## config.mk

```make
export PLATFORM = sky130hd
export DESIGN_NAME = bokr_ctrl
export DESIGN_NICKNAME = d
export VERILOG_FILES = /design/src/hw/rtl/bucket_ordered_key_set_ranker_top_macros.svh /design/src/hw/rtl/bokr_pkg.sv /design/src/hw/rtl/bokr_ctrl.sv
export SDC_FILE = /design/constraint.sdc
export NUM_CORES = 1
export LEC_CHECK = 0
export ABC_CLOCK_PERIOD_IN_PS = 2400
export BUFFER_PORTS_ARGS = -buffer_cell sky130_fd_sc_hd__buf_2
export CORE_AREA = 4 4 41 43
export DETAILED_ROUTE_END_ITERATION = 8
export DIE_AREA = 0 0 45 47
export PLACE_DENSITY = 0.68
export SKIP_CTS_REPAIR_TIMING = 1
export SLEW_MARGIN = 20
export SYNTH_ARGS = -nofsm -noshare
export SYNTH_HDL_FRONTEND = slang
export SYNTH_SLANG_ARGS = --single-unit
```

## constraint.sdc

```tcl
create_clock -name clk -period 2.4 [get_ports clk]
set_input_delay 0.24 -clock clk [delete_from_list [all_inputs] [get_ports clk]]
set_output_delay 0.24 -clock clk [all_outputs]
set_load 0.01 [all_outputs]
```

## src/hw/rtl/bucket_ordered_key_set_ranker_top_macros.svh

```systemverilog
// Assertion macros for the key set ranker.
// Both expect clk and arst_n in scope.
`ifndef BUCKET_ORDERED_KEY_SET_RANKER_TOP_MACROS_SVH
`define BUCKET_ORDERED_KEY_SET_RANKER_TOP_MACROS_SVH
`ifndef ASSERT_OFF
`define BOKR_ASSERT(lbl, prop) \
	lbl: assert property (@(posedge clk) disable iff (!arst_n) (prop)) \
		else $error("bokr assertion failed");
`define BOKR_ASSERT_IMPL(lbl, ante, cons) \
	lbl: assert property (@(posedge clk) disable iff (!arst_n) (ante) |-> (cons)) \
		else $error("bokr implication failed");
`else
`define BOKR_ASSERT(lbl, prop)
`define BOKR_ASSERT_IMPL(lbl, ante, cons)
`endif
`endif

```

## src/hw/rtl/bokr_pkg.sv

```systemverilog
`default_nettype none
package bokr_pkg;
	localparam int Capacity = 1024;
	localparam int AddrW = $clog2(Capacity);
	localparam int CntW = AddrW + 1;
	localparam logic [24:0] BucketReset = 25'd3000000;
	localparam logic [24:0] BucketMax = 25'h1000000;

	localparam logic [1:0] CMD_INS  = 2'd0;
	localparam logic [1:0] CMD_DEL  = 2'd1;
	localparam logic [1:0] CMD_RANK = 2'd2;
	localparam logic [1:0] CMD_AT   = 2'd3;

	localparam logic [1:0] ST_OK    = 2'd0;
	localparam logic [1:0] ST_MISS  = 2'd1;
	localparam logic [1:0] ST_FULL  = 2'd2;
	localparam logic [1:0] ST_RANGE = 2'd3;

	typedef struct packed {
		logic       load;
		logic       div_step;
		logic       scan_rd;
		logic       shift_init;
		logic       shift_step;
		logic       put;
		logic       total_dec;
		logic       rank_rd;
		logic       emit;
		logic [1:0] st;
	} ctl_cmd_t;

	typedef struct packed {
		logic       div_last;
		logic       scan_done;
		logic       found;
		logic       full;
		logic       shift_done;
		logic       rank_bad;
		logic       out_free;
		logic [1:0] cmd;
	} ctl_sts_t;
endpackage
`default_nettype wire

```

## src/hw/rtl/bokr_ctrl.sv

```systemverilog
`default_nettype none
module bokr_ctrl (
	input  wire logic              clk,
	input  wire logic              arst_n,
	input  wire logic              in_valid,
	output logic                   in_stall,
	input  bokr_pkg::ctl_sts_t     sts,
	output bokr_pkg::ctl_cmd_t     cmd_o
);
	localparam logic [2:0] S_IDLE  = 3'd0;
	localparam logic [2:0] S_DIV   = 3'd1;
	localparam logic [2:0] S_SCAN  = 3'd2;
	localparam logic [2:0] S_SHIFT = 3'd3;
	localparam logic [2:0] S_PUT   = 3'd4;
	localparam logic [2:0] S_RRD   = 3'd5;
	localparam logic [2:0] S_RWAIT = 3'd6;
	localparam logic [2:0] S_FIN   = 3'd7;

	logic [2:0] state_q, state_d;
	logic [1:0] st_q, st_d;

	assign in_stall = (state_q != S_IDLE);

	always_comb begin
		state_d = state_q;
		st_d    = st_q;
		cmd_o   = '0;
		cmd_o.st = st_q;
		unique case (state_q)
			S_IDLE: begin
				if (in_valid) begin
					cmd_o.load = 1'b1;
					state_d = S_SCAN;
					if (sts.cmd == bokr_pkg::CMD_INS) state_d = S_DIV;
					else if (sts.cmd == bokr_pkg::CMD_AT) state_d = S_RRD;
				end
			end
			S_DIV: begin
				cmd_o.div_step = 1'b1;
				if (sts.div_last) state_d = S_SCAN;
			end
			S_SCAN: begin
				cmd_o.scan_rd = 1'b1;
				if (sts.scan_done) begin
					state_d = S_FIN;
					priority case (1'b1)
						sts.cmd == bokr_pkg::CMD_RANK:
							st_d = sts.found ? bokr_pkg::ST_OK : bokr_pkg::ST_MISS;
						sts.cmd == bokr_pkg::CMD_INS && sts.found: st_d = bokr_pkg::ST_MISS;
						sts.cmd == bokr_pkg::CMD_INS && sts.full:  st_d = bokr_pkg::ST_FULL;
						sts.cmd == bokr_pkg::CMD_DEL && !sts.found: st_d = bokr_pkg::ST_MISS;
						default: begin
							cmd_o.shift_init = 1'b1;
							st_d = bokr_pkg::ST_OK;
							state_d = S_SHIFT;
						end
					endcase
				end
			end
			S_SHIFT: begin
				cmd_o.shift_step = 1'b1;
				if (sts.shift_done) begin
					if (sts.cmd == bokr_pkg::CMD_INS) begin
						state_d = S_PUT;
					end else begin
						cmd_o.total_dec = 1'b1;
						state_d = S_FIN;
					end
				end
			end
			S_PUT: begin
				cmd_o.put = 1'b1;
				state_d = S_FIN;
			end
			S_RRD: begin
				if (sts.rank_bad) begin
					st_d = bokr_pkg::ST_RANGE;
					state_d = S_FIN;
				end else begin
					cmd_o.rank_rd = 1'b1;
					st_d = bokr_pkg::ST_OK;
					state_d = S_RWAIT;
				end
			end
			S_RWAIT: state_d = S_FIN;
			S_FIN: begin
				if (sts.out_free) begin
					cmd_o.emit = 1'b1;
					state_d = S_IDLE;
				end
			end
			default: state_d = S_IDLE;
		endcase
	end

	always_ff @(posedge clk or negedge arst_n) begin
		if (!arst_n) begin
			state_q <= S_IDLE;
			st_q    <= bokr_pkg::ST_OK;
		end else begin
			state_q <= state_d;
			st_q    <= st_d;
		end
	end
endmodule
`default_nettype wire

```

==> run metrics <==
Tmin final 1840 ps; CTS tree done; Crit path max-delay family flip-flops; drt wl/cell 11.5 microns; Critical Path Source Type flop; commonest non-fill, non-tap cell in the layout buf_2; Clock Path Buffers 2; Post-synth EDFFs 0; fin nets 104; setup ws final 559 ps; R2R setup slack 900 ps; fin area 662 sq um; CP Class flop to output pin; Max-Cap Viols 0; number of nets with antenna violations after routing 0; outcome finished, final reports clean; P_leak 0.000341 uW; Min Hold Slack 288 ps; Num CTS Buffers 3; Final Setup Violations 0; TNS Setup 0 ps; Avg Inst Size Synth 8.26 sq um; worst path bufs/invs 1; largest net degree at the start of global routing 19; starting density of the core 0.400; io pins 24; synthesized instance count 63; placed instance area 626 sq um; Vias/cell 5.22; warnings from Yosys 0; CP Cell Sequence nand2_1 > or2_2 > nor2_1 > buf_2; crit share post-route 0.767; die width 45 microns; worst slew pin tran 473 ps; Max Fclk 543 MHz; DR vias 532; count of cell types in the netlist 33; Synth Area in XOR/XNOR 0; port buffer count 23; ant diodes 0; Setup Skew 4.27 ps; Min-Delay Path Class primary input to flop; share of post-route cells with drive strength above 1 0.356; RSZ-0062 raised after global routing false; Synth Flop Type dfrtp_1; Pwr Density 925 nW/um^2; Worst EP required 2160 ps; Max VDD drop 0.510 mV; Initial DRT Pass Iterations 4; Fillers 140; CP peak stage delay 630 ps; Root Buffer clkbuf_4; compound-cell area share of the yosys netlist 0.209; mux contribution to synthesized area 0.0601; Total GRT Usage 0.127; Final Hold Fails 0; grt ovf 0; Final Wtd Congestion 0.742; CP Max Fanout 18; Die Y 47 microns; Placeable Area 1300 sq um; Area Growth Syn to Fin 27.2%; largest family of logic cells by synthesized area simple AND/OR/NAND/NOR gates; vias in the first global route 507; commonest non-fill, non-tap cells in the layout buf_2, nand2_1, dfrtp_1; Routed WL 1170 microns; global-route wire length before repair 1940 microns; worst rel slew slack 0.685; sequential area share after synthesis 0.240; H-tree levels 1; die area 2120 sq um; initial antenna violation count 0; Clk pin slew, worst setup/hold paths 40 ps; placed wire-length estimate 944 microns; post-synth net total 79; synthesized area 520 sq um; ys async rst share 1.00; final slew viol count 0; fin util 0.509; row cnt 13; DR iter-0 viols 12; Critical-path top delay cell dfrtp_1; adder-cell share of the synthesized area 0.0962; Simple-Gate Fraction of Synth Area 0.317; CP arrival 1600 ps; FF+latch count, synth 5; DRC Markers 0; Post-Place Setup Slack 809 ps; clock sinks 5; Clock Latency Late Sink 240 ps; CP Capture Type output pin
area by class of cell:
cell class | count | area, sq um | area share
multi-input combinational | 51 | 355 | 0.537
clock buffer | 4 | 26.3 | 0.0397
tap | 15 | 18.8 | 0.0284
timing repair buffer | 24 | 125 | 0.189
sequential | 5 | 125 | 0.189
inverter | 3 | 11.3 | 0.0170
sequential cells by signal, summed over array words and instances (netlist names):
register / flops
state_q: 3
st_q: 2
worst min-delay path: stages:
cell	delay [ps]
buf_2	100
nand3b_1	80
a32oi_1	50
metal layers:
metal	GRT usage	part of all wire
met1	0.148	0.46
met2	0.215	0.44
met3	0.0536	0.10
met5	0	0
met4	0.0351	0
cells by family (layout without fill, tap and decap cells):
| logic type | Yosys count | count (layout) |
|---|---|---|
| flops | 5 | 5 |
| fa+ha+maj | 4 | 4 |
| mux | 3 | 3 |
| simple gates | 28 | 28 |
| buf+inv | 7 | 31 |
| compound gates | 16 | 16 |
cell usage after synthesis, drive strengths merged (2+ instances only):
master  number  area [sq um]
nor2         4          15.0
ha           4          50.1
buf          4          28.8
nand2        9          36.3
and2         2          12.5
o21ai        4          20.0
a21oi        4          20.0
dfrtp        5           125
mux2i        2          20.0
nand2b       3          18.8
inv          3          11.3
power breakdown:
| part | total (uW) | internal [uW] | switching (uW) |
|---|---|---|---|
| logic | 309 | 166 | 143 |
| registers | 211 | 125 | 86.2 |
| clock network | 92.3 | 62.6 | 29.8 |
| total | 612 | 353 | 259 |
stage by stage:
stage	cells	total power, uW
2_1_floorplan	63	448
3_3_place_gp	97	515
3_5_place_dp	97	521
4_1_cts	101	618
5_1_grt	102	675
6_report	102	612
path summary, 6_finish.rpt:
check / depth (start not counted) / from / end
setup / recovery: 4 / state_q[0] / cmd_o[3]
hold / removal: 3 / in_valid / state_q[1]
setup reg to reg: 3 / state_q[0] / state_q[0]
hold reg to reg: 2 / st_q[0] / st_q[0]
max in group asynchronous: 2 / arst_n / st_q[1]
min in group asynchronous: 2 / arst_n / state_q[2]
(Power assumes the default switching activity.)
